[config.mk]
export PLATFORM = sky130hd
export DESIGN_NAME = serial_line_to_radio_framer
export DESIGN_NICKNAME = d
export VERILOG_FILES = /design/src/hdl/slrf_pkg.sv /design/src/hdl/slrf_dp.sv /design/src/hdl/slrf_ctrl.sv /design/src/hdl/serial_line_to_radio_framer.sv
export SDC_FILE = /design/constraint.sdc
export NUM_CORES = 1
export LEC_CHECK = 0
export BUFFER_PORTS_ARGS = -buffer_cell sky130_fd_sc_hd__buf_2
export CELL_PAD_IN_SITES_DETAIL_PLACEMENT = 2
export CELL_PAD_IN_SITES_GLOBAL_PLACEMENT = 2
export CORE_UTILIZATION = 40
export DETAILED_ROUTE_END_ITERATION = 12
export PLACE_DENSITY_LB_ADDON = 0.1
export SYNTH_ARGS = -nofsm -noshare
export SYNTH_HDL_FRONTEND = slang
export SYNTH_SLANG_ARGS = --single-unit
export TNS_END_PERCENT = 30
[constraint.sdc]
create_clock -name clock -period 3.6 [get_ports clock]
set_input_delay 0 -clock clock [delete_from_list [all_inputs] [get_ports clock]]
set_output_delay 0 -clock clock [all_outputs]
set_load 0.05 [all_outputs]
[src/hdl/slrf_pkg.sv]
// Shared constants, codes and item types for the serial line to radio framer.
package slrf_pkg;

   localparam int LINE_CAPACITY  = 59;
   localparam int FRAME_CAPACITY = 64;
   localparam int MAX_RESULTS    = 64;
   localparam int FRAME_OVERHEAD = 5;
   localparam int FRAME_LIMIT    = (FRAME_CAPACITY < MAX_RESULTS) ? FRAME_CAPACITY : MAX_RESULTS;
   localparam int QUIT_LEN       = 3;

   localparam int LEN_W = $clog2(LINE_CAPACITY + 1);
   localparam int IDX_W = $clog2(LINE_CAPACITY);
   localparam int FL_W  = 9;

   // input item commands
   localparam logic [1:0] CMD_BYTE       = 2'd0;
   localparam logic [1:0] CMD_TX_DONE    = 2'd1;
   localparam logic [1:0] CMD_TX_TIMEOUT = 2'd2;
   localparam logic [1:0] CMD_ENTER      = 2'd3;

   // result status codes
   localparam logic [3:0] ST_NONE       = 4'd0;
   localparam logic [3:0] ST_FRAME_SENT = 4'd1;
   localparam logic [3:0] ST_QUIT       = 4'd2;
   localparam logic [3:0] ST_TOO_LONG   = 4'd3;
   localparam logic [3:0] ST_BUSY       = 4'd4;
   localparam logic [3:0] ST_OVERFLOW   = 4'd5;
   localparam logic [3:0] ST_AT_LINE    = 4'd6;
   localparam logic [3:0] ST_TX_DONE    = 4'd7;
   localparam logic [3:0] ST_TX_TIMEOUT = 4'd8;
   localparam logic [3:0] ST_ENTERED    = 4'd9;

   // register indexes
   localparam logic CSR_SRC_ADDR = 1'b0;
   localparam logic CSR_DST_ADDR = 1'b1;

   localparam logic [7:0] CHAR_CR   = 8'h0D;
   localparam logic [7:0] CHAR_LF   = 8'h0A;
   localparam logic [7:0] CHAR_PLUS = 8'h2B;

   // what the output register loads
   localparam logic [2:0] PUSH_NONE   = 3'd0;
   localparam logic [2:0] PUSH_STATUS = 3'd1;
   localparam logic [2:0] PUSH_HDR    = 3'd2;
   localparam logic [2:0] PUSH_LINE   = 3'd3;
   localparam logic [2:0] PUSH_SUM    = 3'd4;

   typedef struct packed {
      logic [1:0] command;
      logic [7:0] data_byte;
   } req_type;

   typedef struct packed {
      logic       is_frame_byte;
      logic [7:0] frame_byte;
      logic       last_of_run;
      logic [3:0] status_code;
   } rsp_type;

   typedef struct packed {
      logic       latch_item;
      logic       store_byte;
      logic [2:0] push_sel;
      logic [3:0] status_code;
      logic       clr_len;
      logic       set_trans;
      logic       clr_trans;
      logic       set_busy;
      logic       clr_busy;
      logic       clr_idx;
      logic       inc_idx;
      logic       clr_sum;
   } ctrl_cmd_type;

   typedef struct packed {
      logic [1:0] command;
      logic       is_eol;
      logic       line_empty;
      logic       line_full;
      logic       is_quit;
      logic       too_long;
      logic       transparent;
      logic       busy;
      logic       hdr_last;
      logic       line_last;
      logic       out_free;
   } dp_status_type;

endpackage

[src/hdl/slrf_dp.sv]
// Datapath: line store, line state flags, frame checksum and output register.
module slrf_dp (
   input  logic                   clock,
   input  logic                   reset,
   input  slrf_pkg::req_type      req_item,
   input  logic                   csr_valid,
   input  logic                   csr_index,
   input  logic [15:0]            csr_data,
   input  slrf_pkg::ctrl_cmd_type cmd,
   output slrf_pkg::dp_status_type status,
   output logic                   rsp_valid,
   input  logic                   rsp_ready,
   output slrf_pkg::rsp_type      rsp_item
);
   import slrf_pkg::*;

   logic [7:0]       line_mem [LINE_CAPACITY];
   logic [7:0]       rd_data_ff;
   req_type          item_ff;
   logic [15:0]      src_addr_ff;
   logic [15:0]      dst_addr_ff;
   logic [LEN_W-1:0] len_ff, len_in;
   logic [IDX_W-1:0] idx_ff, idx_in;
   logic [7:0]       sum_ff, sum_in;
   logic             all_plus_ff, all_plus_in;
   logic             trans_ff, trans_in;
   logic             busy_ff, busy_in;
   logic             out_valid_ff;
   rsp_type          out_ff, out_in;
   logic [7:0]       hdr_byte;
   logic             ch_plus;

   assign ch_plus = (item_ff.data_byte == CHAR_PLUS);

   always_comb begin
      case (idx_ff[1:0])
         2'd0:    hdr_byte = src_addr_ff[15:8];
         2'd1:    hdr_byte = src_addr_ff[7:0];
         2'd2:    hdr_byte = dst_addr_ff[15:8];
         default: hdr_byte = dst_addr_ff[7:0];
      endcase
   end

   always_comb begin
      len_in = len_ff;
      if (cmd.store_byte) len_in = len_ff + LEN_W'(1);
      if (cmd.clr_len) len_in = '0;

      all_plus_in = all_plus_ff;
      if (cmd.store_byte) all_plus_in = (len_ff == '0) ? ch_plus : (all_plus_ff && ch_plus);

      idx_in = idx_ff;
      if (cmd.inc_idx) idx_in = idx_ff + IDX_W'(1);
      if (cmd.clr_idx) idx_in = '0;

      sum_in = sum_ff;
      if (cmd.push_sel == PUSH_HDR) sum_in = sum_ff + hdr_byte;
      if (cmd.push_sel == PUSH_LINE) sum_in = sum_ff + rd_data_ff;
      if (cmd.clr_sum) sum_in = '0;

      trans_in = trans_ff;
      if (cmd.set_trans) trans_in = 1'b1;
      if (cmd.clr_trans) trans_in = 1'b0;

      busy_in = busy_ff;
      if (cmd.set_busy) busy_in = 1'b1;
      if (cmd.clr_busy) busy_in = 1'b0;

      case (cmd.push_sel)
         PUSH_HDR:  out_in = '{is_frame_byte: 1'b1, frame_byte: hdr_byte,
                              last_of_run: 1'b0, status_code: ST_NONE};
         PUSH_LINE: out_in = '{is_frame_byte: 1'b1, frame_byte: rd_data_ff,
                              last_of_run: 1'b0, status_code: ST_NONE};
         PUSH_SUM:  out_in = '{is_frame_byte: 1'b1, frame_byte: 8'(~sum_ff + 8'd1),
                              last_of_run: 1'b1, status_code: ST_FRAME_SENT};
         default:   out_in = '{is_frame_byte: 1'b0, frame_byte: 8'd0,
                              last_of_run: 1'b1, status_code: cmd.status_code};
      endcase
   end

   // line store: one write port, registered read at the frame index
   always_ff @(posedge clock) begin
      if (cmd.store_byte) begin
         line_mem[len_ff[IDX_W-1:0]] <= item_ff.data_byte;
      end
      rd_data_ff <= line_mem[idx_ff];
   end

   always_ff @(posedge clock) begin
      if (cmd.latch_item) item_ff <= req_item;
      idx_ff      <= idx_in;
      sum_ff      <= sum_in;
      all_plus_ff <= all_plus_in;
      if (cmd.push_sel != PUSH_NONE) out_ff <= out_in;
   end

   always_ff @(posedge clock) begin
      if (reset) begin
         len_ff       <= '0;
         trans_ff     <= 1'b0;
         busy_ff      <= 1'b0;
         out_valid_ff <= 1'b0;
         src_addr_ff  <= '0;
         dst_addr_ff  <= '0;
      end else begin
         len_ff   <= len_in;
         trans_ff <= trans_in;
         busy_ff  <= busy_in;
         if (cmd.push_sel != PUSH_NONE) begin
            out_valid_ff <= 1'b1;
         end else if (rsp_ready) begin
            out_valid_ff <= 1'b0;
         end
         if (csr_valid && csr_index == CSR_SRC_ADDR) src_addr_ff <= csr_data;
         if (csr_valid && csr_index == CSR_DST_ADDR) dst_addr_ff <= csr_data;
      end
   end

   assign status.command     = item_ff.command;
   assign status.is_eol      = (item_ff.data_byte == CHAR_CR) || (item_ff.data_byte == CHAR_LF);
   assign status.line_empty  = (len_ff == '0);
   assign status.line_full   = (len_ff == LEN_W'(LINE_CAPACITY));
   assign status.is_quit     = all_plus_ff && (len_ff == LEN_W'(QUIT_LEN));
   assign status.too_long    = (FL_W'(len_ff) + FL_W'(FRAME_OVERHEAD)) > FL_W'(FRAME_LIMIT);
   assign status.transparent = trans_ff;
   assign status.busy        = busy_ff;
   assign status.hdr_last    = (idx_ff[1:0] == 2'd3);
   assign status.line_last   = ((LEN_W+1)'(idx_ff) + (LEN_W+1)'(1)) == (LEN_W+1)'(len_ff);
   assign status.out_free    = !out_valid_ff || rsp_ready;

   assign rsp_valid = out_valid_ff;
   assign rsp_item  = out_ff;

endmodule

[src/hdl/slrf_ctrl.sv]
// Controller: decodes each item and sequences status and frame byte emission.
module slrf_ctrl (
   input  logic                    clock,
   input  logic                    reset,
   input  logic                    req_valid,
   output logic                    req_ready,
   input  slrf_pkg::dp_status_type status,
   output slrf_pkg::ctrl_cmd_type  cmd
);
   import slrf_pkg::*;

   localparam logic [2:0] S_IDLE   = 3'd0;
   localparam logic [2:0] S_DECIDE = 3'd1;
   localparam logic [2:0] S_HDR    = 3'd2;
   localparam logic [2:0] S_READ   = 3'd3;
   localparam logic [2:0] S_BYTE   = 3'd4;
   localparam logic [2:0] S_SUM    = 3'd5;

   logic [2:0] state_ff, state_in;

   always_comb begin
      logic       send_status;
      logic [3:0] code;
      send_status = 1'b0;
      code        = ST_NONE;
      cmd         = '0;
      state_in    = state_ff;
      case (state_ff)
         S_IDLE: begin
            if (req_valid) begin
               cmd.latch_item = 1'b1;
               state_in       = S_DECIDE;
            end
         end
         S_DECIDE: begin
            if (status.command != CMD_BYTE) begin
               send_status = 1'b1;
               case (status.command)
                  CMD_TX_DONE:    code = ST_TX_DONE;
                  CMD_TX_TIMEOUT: code = ST_TX_TIMEOUT;
                  default:        code = ST_ENTERED;
               endcase
               if (status.out_free) begin
                  cmd.clr_busy  = 1'b1;
                  cmd.set_trans = (status.command == CMD_ENTER);
               end
            end else if (!status.is_eol) begin
               if (!status.line_full) begin
                  cmd.store_byte = 1'b1;
                  state_in       = S_IDLE;
               end else begin
                  send_status = 1'b1;
                  code        = ST_OVERFLOW;
               end
            end else if (status.line_empty) begin
               state_in = S_IDLE;
            end else if (!status.transparent) begin
               send_status = 1'b1;
               code        = ST_AT_LINE;
            end else if (status.is_quit) begin
               send_status = 1'b1;
               code        = ST_QUIT;
               cmd.clr_trans = status.out_free;
            end else if (status.too_long) begin
               send_status = 1'b1;
               code        = ST_TOO_LONG;
            end else if (status.busy) begin
               send_status = 1'b1;
               code        = ST_BUSY;
            end else begin
               cmd.clr_idx = 1'b1;
               cmd.clr_sum = 1'b1;
               state_in    = S_HDR;
            end
            if (send_status && status.out_free) begin
               cmd.push_sel    = PUSH_STATUS;
               cmd.status_code = code;
               // every status on a byte item ends the line
               cmd.clr_len     = (status.command == CMD_BYTE);
               state_in        = S_IDLE;
            end
         end
         S_HDR: begin
            if (status.out_free) begin
               cmd.push_sel = PUSH_HDR;
               cmd.inc_idx  = 1'b1;
               if (status.hdr_last) begin
                  cmd.clr_idx = 1'b1;
                  state_in    = S_READ;
               end
            end
         end
         S_READ: begin
            state_in = S_BYTE;
         end
         S_BYTE: begin
            if (status.out_free) begin
               cmd.push_sel = PUSH_LINE;
               if (status.line_last) begin
                  state_in = S_SUM;
               end else begin
                  cmd.inc_idx = 1'b1;
                  state_in    = S_READ;
               end
            end
         end
         S_SUM: begin
            if (status.out_free) begin
               cmd.push_sel = PUSH_SUM;
               cmd.set_busy = 1'b1;
               cmd.clr_len  = 1'b1;
               state_in     = S_IDLE;
            end
         end
         default: begin
            state_in = S_IDLE;
         end
      endcase
   end

   always_ff @(posedge clock) begin
      if (reset) begin
         state_ff <= S_IDLE;
      end else begin
         state_ff <= state_in;
      end
   end

   assign req_ready = (state_ff == S_IDLE);

endmodule

[src/hdl/serial_line_to_radio_framer.sv]
// Top level of the serial line to radio framer.
// Takes console bytes and control events one item at a time: an item is latched while idle
// and decoded in the next cycle; a plain byte, an empty line end or any status-only result
// then returns to idle when the output is free. A finished line in transparent mode is sent
// as a frame of source address, destination address (both big-endian), the line bytes and a
// checksum, the two's complement of the sum of header and line bytes: four header bytes, then
// a read state and a byte state per line byte (registered read of the line store), then the
// checksum byte. A result waiting in the output register does not block acceptance of the
// next item; a stalled consumer holds the sequencer. Configuration writes are always taken.
module serial_line_to_radio_framer (
   input  logic              clock,
   input  logic              reset,
   input  logic              req_valid,
   output logic              req_ready,
   input  slrf_pkg::req_type req_item,
   output logic              rsp_valid,
   input  logic              rsp_ready,
   output slrf_pkg::rsp_type rsp_item,
   input  logic              csr_valid,
   output logic              csr_ready,
   input  logic              csr_index,
   input  logic [15:0]       csr_data
);
   import slrf_pkg::*;

   ctrl_cmd_type  cmd;
   dp_status_type status;

   assign csr_ready = 1'b1;

   slrf_ctrl u_ctrl (
      .clock     (clock),
      .reset     (reset),
      .req_valid (req_valid),
      .req_ready (req_ready),
      .status    (status),
      .cmd       (cmd)
   );

   slrf_dp u_dp (
      .clock     (clock),
      .reset     (reset),
      .req_item  (req_item),
      .csr_valid (csr_valid),
      .csr_index (csr_index),
      .csr_data  (csr_data),
      .cmd       (cmd),
      .status    (status),
      .rsp_valid (rsp_valid),
      .rsp_ready (rsp_ready),
      .rsp_item  (rsp_item)
   );

   a_sent_is_checksum: assert property (@(posedge clock) disable iff (reset)
      (rsp_valid && rsp_item.status_code == ST_FRAME_SENT)
         |-> (rsp_item.is_frame_byte && rsp_item.last_of_run))
      else $error("frame sent status not on the checksum item");

   a_status_is_last: assert property (@(posedge clock) disable iff (reset)
      (rsp_valid && !rsp_item.is_frame_byte) |-> rsp_item.last_of_run)
      else $error("status-only item not marked last");

   a_one_at_a_time: assert property (@(posedge clock) disable iff (reset)
      (req_valid && req_ready) |=> !req_ready)
      else $error("new item taken during decode");

   a_frame_byte_status: assert property (@(posedge clock) disable iff (reset)
      (rsp_valid && rsp_item.is_frame_byte && !rsp_item.last_of_run)
         |-> (rsp_item.status_code == ST_NONE))
      else $error("inner frame byte carries a status");

endmodule
# Word-level counts from Yosys, hierarchy flattened
# Memories as Yosys holds them, arrays and structs flattened. A register that Yosys moved wholly into a read port is not among the register bits.
# Index checks and enable logic that the tools add are counted.
[word_totals]
mem_bits_rw = 472
elab_cells = 160
mem_count = 1
regBits = 83
[classes]
n_reduce_logical = 20
eq_ne = 31
order_cmp = 1
n_addsub = 7
muxes = 82
bitwise = 2
[memory_table]
columns = ["name", "depth", "word_bits", "rd", "rd_ports_with_merged_regs", "write_ports", "line_no", "source"]
rows = [
  ["u_dp.line_mem", 59, 8, 1, 1, 1, "slrf_dp.sv:17", "logic [7:0] line_mem [LINE_CAPACITY];"],
]
[ops]
columns = ["cell", "count"]
rows = [
  ["$mux W3", 18],
  ["$mux W1", 42],
  ["$pmux W14 S3", 1],
  ["$mux W4", 7],
  ["$pmux W8 S3", 1],
  ["$pmux W3 S6", 1],
  ["$add A8 B8 Y8", 2],
  ["$eq A8 B4 Y1 const B", 2],
  ["$mux W8", 2],
  ["$ne A5 B5 Y1 const B", 3],
  ["$add A6 B1 Y6 const B", 2],
  ["$eq A3 B2 Y1 const B", 4],
  ["$pmux W3 S4", 1],
  ["$reduce_and A11 Y1", 1],
  ["$eq A3 B3 Y1 const B", 3],
  ["$gt A9 B7 Y1 const B", 1],
  ["$add A8 B1 Y8 const B", 1],
  ["$eq A2 B2 Y1 const B", 4],
  ["$eq A8 B6 Y1 const B", 1],
  ["$mux W2", 4],
  ["$not A8 Y8", 1],
  ["$pmux W4 S2", 1],
  ["$add A6 B1 Y7 const B", 1],
  ["$add A6 B3 Y7 const B", 1],
  ["other kinds (22)", 38],
]

# Logic depth before layout (Yosys ltp)
# Gate-level depths: netlist of run 1.
[depth]
word_depth = 15
mapped_depth = 20
mapped_depth_nobuf = 14

# Cells and area by module
# A second synthesis of run 1 with hierarchy kept.
[hier_totals]
cells_unflattened = 1388
area_unflattened_um2 = 23053.4
[by_module_without_submodules]
columns = ["module", "seq_area_each_um2", "area_each_um2", "cells_per_inst", "instances"]
rows = [
  ["slrf_dp", 16185.5, 22544.1, 1317, 1],
  ["slrf_ctrl", 60.1, 498.0, 69, 1],
  ["serial_line_to_radio_framer", 0.0, 11.3, 2, 1],
]

# Worst setup path after synthesis of run 1
# Ideal clock, no wire load.
[synth_path]
path_type = "flip-flop to flip-flop"
from = "reg u_dp.idx_ff[0]"
to = "reg u_dp.sum_ff[6]"
setup_ns = 0.131
required_ns = 3.469
arrival_ns = 3.791
stages_incl_launch_ff = 21
n_path_buf = 6
setup_slack_ns = -0.323
path_cell_list = "dfxtp_1 -> buf_2 -> buf_6 -> buf_4 -> buf_4 -> buf_2 -> inv_1 -> ha_1 -> clkbuf_1 -> a222oi_1 -> nand2_1 -> o21ai_0 -> o21ai_0 -> ha_1 -> fa_1 -> a21o_1 -> a21oi_1 -> o21bai_1 -> a21oi_1 -> xor2_1 -> o21ai_0"
[synth_via]
elab_chain_len = 5
word_cells_on_any_way = 7
classes_between = "add/sub (1); eq/ne (2); mux (3); reduce/logical (1)"
[synth_rtl]
columns = ["element", "line_no", "source"]
rows = [
  ["from (decl)", "slrf_dp.sv:23", "logic [IDX_W-1:0] idx_ff, idx_in;"],
  ["from (signal assigned)", "slrf_dp.sv:91", "idx_ff <= idx_in;"],
  ["$eq A2 B2 Y1 (tied with other cells)", "slrf_dp.sv:36", "case (idx_ff[1:0])"],
  ["$pmux W8 S3 (*)", "slrf_dp.sv:36", ""],
  ["$add A8 B8 Y8 (*)", "slrf_dp.sv:57", "if (cmd.push_sel == PUSH_HDR) sum_in = sum_ff + hdr_byte;"],
  ["$mux W8 (*)", "slrf_dp.sv:57", ""],
  ["$mux W8 (*)", "slrf_dp.sv:58", "if (cmd.push_sel == PUSH_LINE) sum_in = sum_ff + rd_data_ff;"],
  ["to (signal assigned)", "slrf_dp.sv:92", "sum_ff <= sum_in;"],
  ["to (decl)", "slrf_dp.sv:24", "logic [7:0] sum_ff, sum_in;"],
]
# Every way passes the cells marked *; elsewhere a longest branch is shown, timed or not. The select of a mux whose other input is x is not followed.
# A chain may end at the register's enable or synchronous reset.

# Worst setup path in the final report of run 1
[layout_path]
from = "reg u_ctrl.state_ff[0]"
to = "mem u_dp.line_mem[51][0], enable pin"
[layout_via]
elab_chain_len = 4
[layout_rtl]
columns = ["element", "line_no", "source"]
rows = [
  ["from (decl)", "slrf_ctrl.sv:19", "logic [2:0] state_ff, state_in;"],
  ["from (signal assigned)", "slrf_ctrl.sv:125", "state_ff <= state_in;"],
  ["$eq A3 B1 Y1", "slrf_ctrl.sv:28", "case (state_ff)"],
  ["$mux W1", "slrf_ctrl.sv:28", ""],
  ["$mux W1", "slrf_dp.sv:83", "if (cmd.store_byte) begin"],
  ["$mux W1 (not written as such)", "slrf_dp.sv:84", "line_mem[len_ff[IDX_W-1:0]] <= item_ff.data_byte;"],
  ["to (decl)", "slrf_dp.sv:17", ""],
]
# Every way passes these cells.

==> reports/metrics.yaml, run 1 <==
status:
  status: "finished, final reports clean"
critical_path:
  critPathSlowestCell: "nor2_1"
  endpoint_kind: "register"
  critPathArrivalTime_ns: 3.54
  crit_type: "reg -> reg"
  critPathMaxStageDelay_ns: 0.97
  crit_family: "simple AND/OR/NAND/NOR gates"
  cp_data_required_time_ns: 3.85
  crit_chain: "buf_4 > nor3b_1 > nand2_1 > nor4_1 > buf_4 > nand2_1 > nor2_1"
  worst-path-buf-inv: 2
  cp-start-kind: "register"
  path_max_fanout: 11
pwr:
  power.static_leakage_uw: 0.00837
  powerDensity_nw_per_um2: 629
  ir_worst_vdd_v: 0.000424
timing:
  relSlewSlack: 0.279
  period_share: 0.914
  rsz0062_at_grt: "no"
  finalSetupTns_ns: 0
  max_freq_ghz: 0.304
  finClkSkew_ns: 0.0404
  period_minus_slack_ns: 3.29
  setup_violations: 0
  hold_viol: 0
  tightestPinTransition_ns: 1.08
  final_max_slew_viol_count: 0
synth:
  synthArstFlopShare: 0
  synth_warnings: 0
  yosysSeqAreaShare: 0.713
  synth_seq_cells: 563
  ys.flop_type: "edfxtp_1"
  synth.area.top_cells: "edfxtp_1, mux4_2, dfxtp_1"
  synth-edff-count: 497
  synth_area_um2: 22800
  yosysMostFrequentCell: "edfxtp_1"
  syn-num-nets: 1379
  synthCells: 1331
  synth_top_area_frac: 0.655
  avgSynthCellArea_um2: 17.1
  ys_types: 68
  post-synth-top-area-cell: "edfxtp_1"
  synth_commonest_cells: "edfxtp_1, mux4_2, nand2_1"
layout:
  stdcell_count: 2254
  layout-drive-gt1-share: 0.228
  fillers: 5240
  diodes: 0
  nets: 1496
  area.growth.synth_to_final_pct: 15.5
clock_network:
  clock_latency_ns: 0.65
  cts-buffers-inserted: 60
  ctsResizeCount: 0
  clock-root-buffer: "clkbuf_16"
  cts_tree: "built"
  cts_sinks: 563
  htree_levels: 2
  post-cts-setup-buffer-count: 0
  path_clk_slew_ns: 0.06
  ctsLongestPathBuffers: 3
placed_design:
  gp_congestion: 0.804
  hpwl_mm: 39.0
  portBuffers: 47
  dp.cells: 2108
die:
  die_w_um: 241
  fp.dieH_um: 241
  num_io_pins: 49
  die-area_um2: 57900
  initial_utilization: 0.405
  rows: 87
  core_area_um2: 56300
route:
  drc: 0
  first_iter_violations: 693
  wl_per_cell_um: 27.7
  routed_wl_mm: 62.4
  via_count: 12500
  ant_nets: 0
  routed_via_density: 5.53
  firstDrtPassIters: 6
grt:
  grt_max_degree: 126
  grt_usage: 0.222
  grt_overflow: 0
  grt_pass1_wl_mm: 92.4
  grt_pass1_vias: 13700
  antenna_found_initial: 2
min_path:
  hp-class: "in -> reg"
job:
  max_cap_violations: 0
## metrics by stage
step	total power [uW]	hold WS, ns	setup slack (ns)	area [um2]	utilization
floorplan	9690	0.0910	0.00478	22800	-
global placement	10600	0.179	0.348	24000	0.427
detailed placement	10600	0.181	0.328	24000	0.427
CTS	16800	0.0222	0.305	26300	0.468
global route	17100	0.0670	0.0757	26300	0.468
finish	16600	0.0254	0.311	26300	0.468
## per-layer routing
metal  track usage  share of wire  wire (um)  vias up
met4        0.0660          0.025       1570        4
li1              -              -          -     5489
met2         0.377           0.50      31200      196
met5             0        0.00046         29        -
met1         0.300           0.44      27600     6678
met3        0.0280          0.032       1990       98
## worst paths after layout
path,startpoint,slack [ns],endpoint,cells after the start
setup reg to reg,u_ctrl.state_ff[0],0.31,u_dp.line_mem[51][0],7
hold / removal,rsp_ready,0.03,u_ctrl.state_ff[1],5
setup / recovery,u_ctrl.state_ff[0],0.31,u_dp.line_mem[51][0],7
hold reg to reg,u_dp.dst_addr_ff[5],0.46,u_dp.dst_addr_ff[5],2
## power by group
| group | total, uW | internal, uW | switching, uW |
|---|---|---|---|
| clock | 6120 | 3490 | 2630 |
| combinational | 3060 | 1420 | 1640 |
| sequential | 7380 | 7250 | 136 |
## worst register-to-register path: stages (launching register included)
cell	delay, ns
dfxtp_1	0.33
buf_4	0.19
nor3b_1	0.43
nand2_1	0.19
nor4_1	0.22
buf_4	0.18
nand2_1	0.37
nor2_1	0.97
## logic make-up (layout without fill, tap and decap cells)
family | after synthesis | count (layout) | synth area share
compound gates | 163 | 163 | 0.0477
xor+xnor | 25 | 25 | 0.00961
fa+ha+maj | 16 | 16 | 0.00912
buf+inv | 93 | 260 | 0.0181
flops | 563 | 563 | 0.713
mux | 158 | 158 | 0.141
other cells | 1 | 1 | 0.000165
simple gates | 312 | 312 | 0.0608
## cell type report
cell class,count,area [um2],share of cell area
inverters,16,60.1,0.00228
clock inverters,33,333,0.0126
clock buffers,79,1600,0.0609
well taps,756,946,0.0359
flip-flops and latches,563,16300,0.618
multi-input cells,675,6120,0.233
repair buffers,132,996,0.0378
## layout by cell type (no fill, tap or decap), types with 5 or more instances in the layout
cell	netlist	routed
a21oi_1	63	62
a222oi_1	8	8
a22oi_1	9	9
buf_2	23	47
buf_4	5	48
bufinv_16	0	5
clkbuf_1	38	16
clkbuf_16	0	60
clkinv_1	0	11
clkinv_2	0	11
dfxtp_1	66	62
dlygate4sd3_1	0	34
edfxtp_1	497	497
ha_1	15	15
inv_1	16	16
mux2_2	7	7
mux2i_1	21	21
mux4_2	130	130
nand2_1	128	128
nand2b_1	7	7
nand3_1	18	18
nand3b_1	6	6
nor2_1	105	105
nor2b_1	7	7
nor3_1	12	12
o21ai_0	34	34
o221ai_1	12	12
or3_1	5	5
xnor2_1	15	15
xor2_1	10	10
## flip-flops by register name, summed over array words and instances (netlist names), 8 cells and up
name,flops
u_dp.line_mem,472
u_dp.dst_addr_ff,16
u_dp.src_addr_ff,16
u_dp.rsp_item,14
u_dp.item_ff,8
u_dp.rd_data_ff,8
u_dp.sum_ff,8
## what timing repair did
action	in CTS	in global routing
hold buffers	34	0
endpoints found under the setup margin	0	0
endpoints found under the hold margin	45	0
Power figures use the tool's default switching activity.
==> inputs of run 2 (changes only) <==
- clock period: 3.6 -> 3.5 ns (I/O delays scaled with it)
==> run 2 against run 1 <==
Effect of this change: clock power hardly changed; core utilization grew 0.069 points; largest power group unchanged; sequential share of layout area is 0.091 points lower; clock skew shrank 0.0027 ns; via count increased by 0.22%; highest routed layer is now met4; hold slack improved by 0.012 ns; power is 1.9% higher; global-route usage decreased by 0.12 points; register-to-register slack got worse by 0.02 ns; critical path depth shrank 2; critical path type unchanged; sequential power rose by 2%.
==> reports/metrics.yaml, run 2 (synthesis gave the netlist of run 1 again) <==
clock_network:
  path_clk_slew_ns: 0.06
  post-cts-setup-buffer-count: 0
  cts_tree: "built"
  ctsLongestPathBuffers: 3
  htree_levels: 2
  clock_latency_ns: 0.65
  cts_sinks: 563
  cts-buffers-inserted: 60
  clock-root-buffer: "clkbuf_16"
die:
  rows: 87
  die-area_um2: 57900
  num_io_pins: 49
  die_w_um: 241
  core_area_um2: 56300
  initial_utilization: 0.405
  fp.dieH_um: 241
critical_path:
  critPathArrivalTime_ns: 3.67
  cp-start-kind: "register"
  rrSetupSlack_ns: 0.29
  worstReg2RegEnd: "u_dp.rd_data_ff[4]"
  path_max_fanout: 107
  cp_data_required_time_ns: 3.96
  reg2reg_from: "u_dp.idx_ff[0]"
  crit_type: "reg -> reg"
  endpoint_kind: "register"
  reg2regPathDepth: 5
min_path:
  hp-class: "in -> reg"
  whs_path_depth: 5
  whs_endpoint: "u_ctrl.state_ff[1]"
  hold_start: "rsp_ready"
layout:
  nets: 1503
  register_area_um2: 16300
  area.growth.synth_to_final_pct: 15.7
  multi_input_area_um2: 6130
  final_cell_mix: "edfxtp_1, mux4_2, nand2_1"
  diodes: 0
  largest_register_ffs: 472
  final_common_cell: "edfxtp_1"
  layout-drive-gt1-share: 0.227
  fillers: 5246
route:
  ant_nets: 0
  drc: 0
  wl_per_cell_um: 27.4
  via_count: 12500
  firstDrtPassIters: 5
  first_iter_violations: 786
  routed_via_density: 5.53
  routed_wl_mm: 61.9
grt:
  grt_overflow: 0
  antenna_found_initial: 0
  grt_pass1_wl_mm: 92.2
  grt_pass1_vias: 13700
  grt_max_degree: 126
  grt_usage: 0.221
timing:
  holdWs_ns: 0.0379
  tightestPinTransition_ns: 1.06
  period_share: 0.917
  final_max_slew_viol_count: 0
  finalSetupTns_ns: 0
  finClkSkew_ns: 0.0377
  hold_viol: 0
  max_freq_ghz: 0.312
  relSlewSlack: 0.292
  setup_violations: 0
  period_minus_slack_ns: 3.21
pwr:
  ir_worst_vdd_v: 0.000611
  powerDensity_nw_per_um2: 640
  power.static_leakage_uw: 0.00839
placed_design:
  gp_congestion: 0.782
  portBuffers: 47
  hpwl_mm: 38.9
status:
  status: "finished, final reports clean"
job:
  max_cap_violations: 0
==> run 2: cell types whose count changed in the layout (fill, tap and decap cells not counted), moves of 2 or more <==
cell,previous run,this run
clkinvlp_4,2,0
clkinv_8,2,0
clkinv_2,11,8
bufinv_16,5,3
buf_4,48,50
dlygate4sd3_1,34,38
clkinv_1,11,18
==> run 2: per-layer routing <==
layer | global-route usage | up-vias | share of wire
met1 | 0.301 | 6694 | 0.44
met2 | 0.370 | 215 | 0.50
met5 | 0 | - | 0
met3 | 0.0343 | 88 | 0.033
li1 | - | 5496 | -
met4 | 0.0583 | 0 | 0.022
==> run 2: timing repair <==
action | 4_1_cts | 5_1_grt
endpoints found under the setup margin | 0 | 1
hold endpoints to repair | 45 | 0
hold buffers | 38 | 0
gates resized for setup | 0 | 1
==> run 2: layout make-up <==
| class | count | share of cell area |
|---|---|---|
| clock inverters | 33 | 0.0101 |
| multi-input cells | 675 | 0.233 |
| clock buffers | 79 | 0.0616 |
| well taps | 756 | 0.0359 |
| inverters | 16 | 0.00228 |
| repair buffers | 139 | 0.0406 |
| flip-flops and latches | 563 | 0.617 |
==> run 2: power breakdown <==
part           total [uW]  switching (uW)  internal, uW
Combinational        3170            1710          1460
Sequential           7560             108          7450
Clock                6140            2660          3480
Total               16900            4480         12400
==> run 2: stage by stage <==
step                power, uW   util  std cells  cell area (um2)  setup slack (ns)
detailed placement      10900  0.428       2111            24100             0.206
global route            17500  0.468       2261            26400          -0.00127
floorplan                9990      -       1331            22800            0.0189
CTS                     17100  0.468       2261            26300             0.172
finish                  16900  0.468       2261            26400             0.290
global placement        10900  0.428       2111            24100             0.322
==> run 2: how the worst max path moves through the flow <==
stage                        start                 end  slack (ns)  depth (start not counted)
floorplan           u_dp.idx_ff[0]      u_dp.sum_ff[7]        0.02                         19
global placement    u_dp.idx_ff[1]      u_dp.sum_ff[7]        0.32                         13
detailed placement  u_dp.idx_ff[1]      u_dp.sum_ff[7]        0.21                         13
CTS                 u_dp.idx_ff[1]      u_dp.sum_ff[7]        0.17                         13
global route        u_dp.idx_ff[1]      u_dp.sum_ff[7]      -0.001                         13
finish              u_dp.idx_ff[0]  u_dp.rd_data_ff[4]        0.29                          5
==> run 2: worst max-delay path, cell delays in order, from the launching register on <==
cell	delay, ns
dfxtp_4	0.37
buf_12	0.54
mux4_2	0.65
mux4_2	0.58
a22oi_1	0.41
o221ai_1	0.23
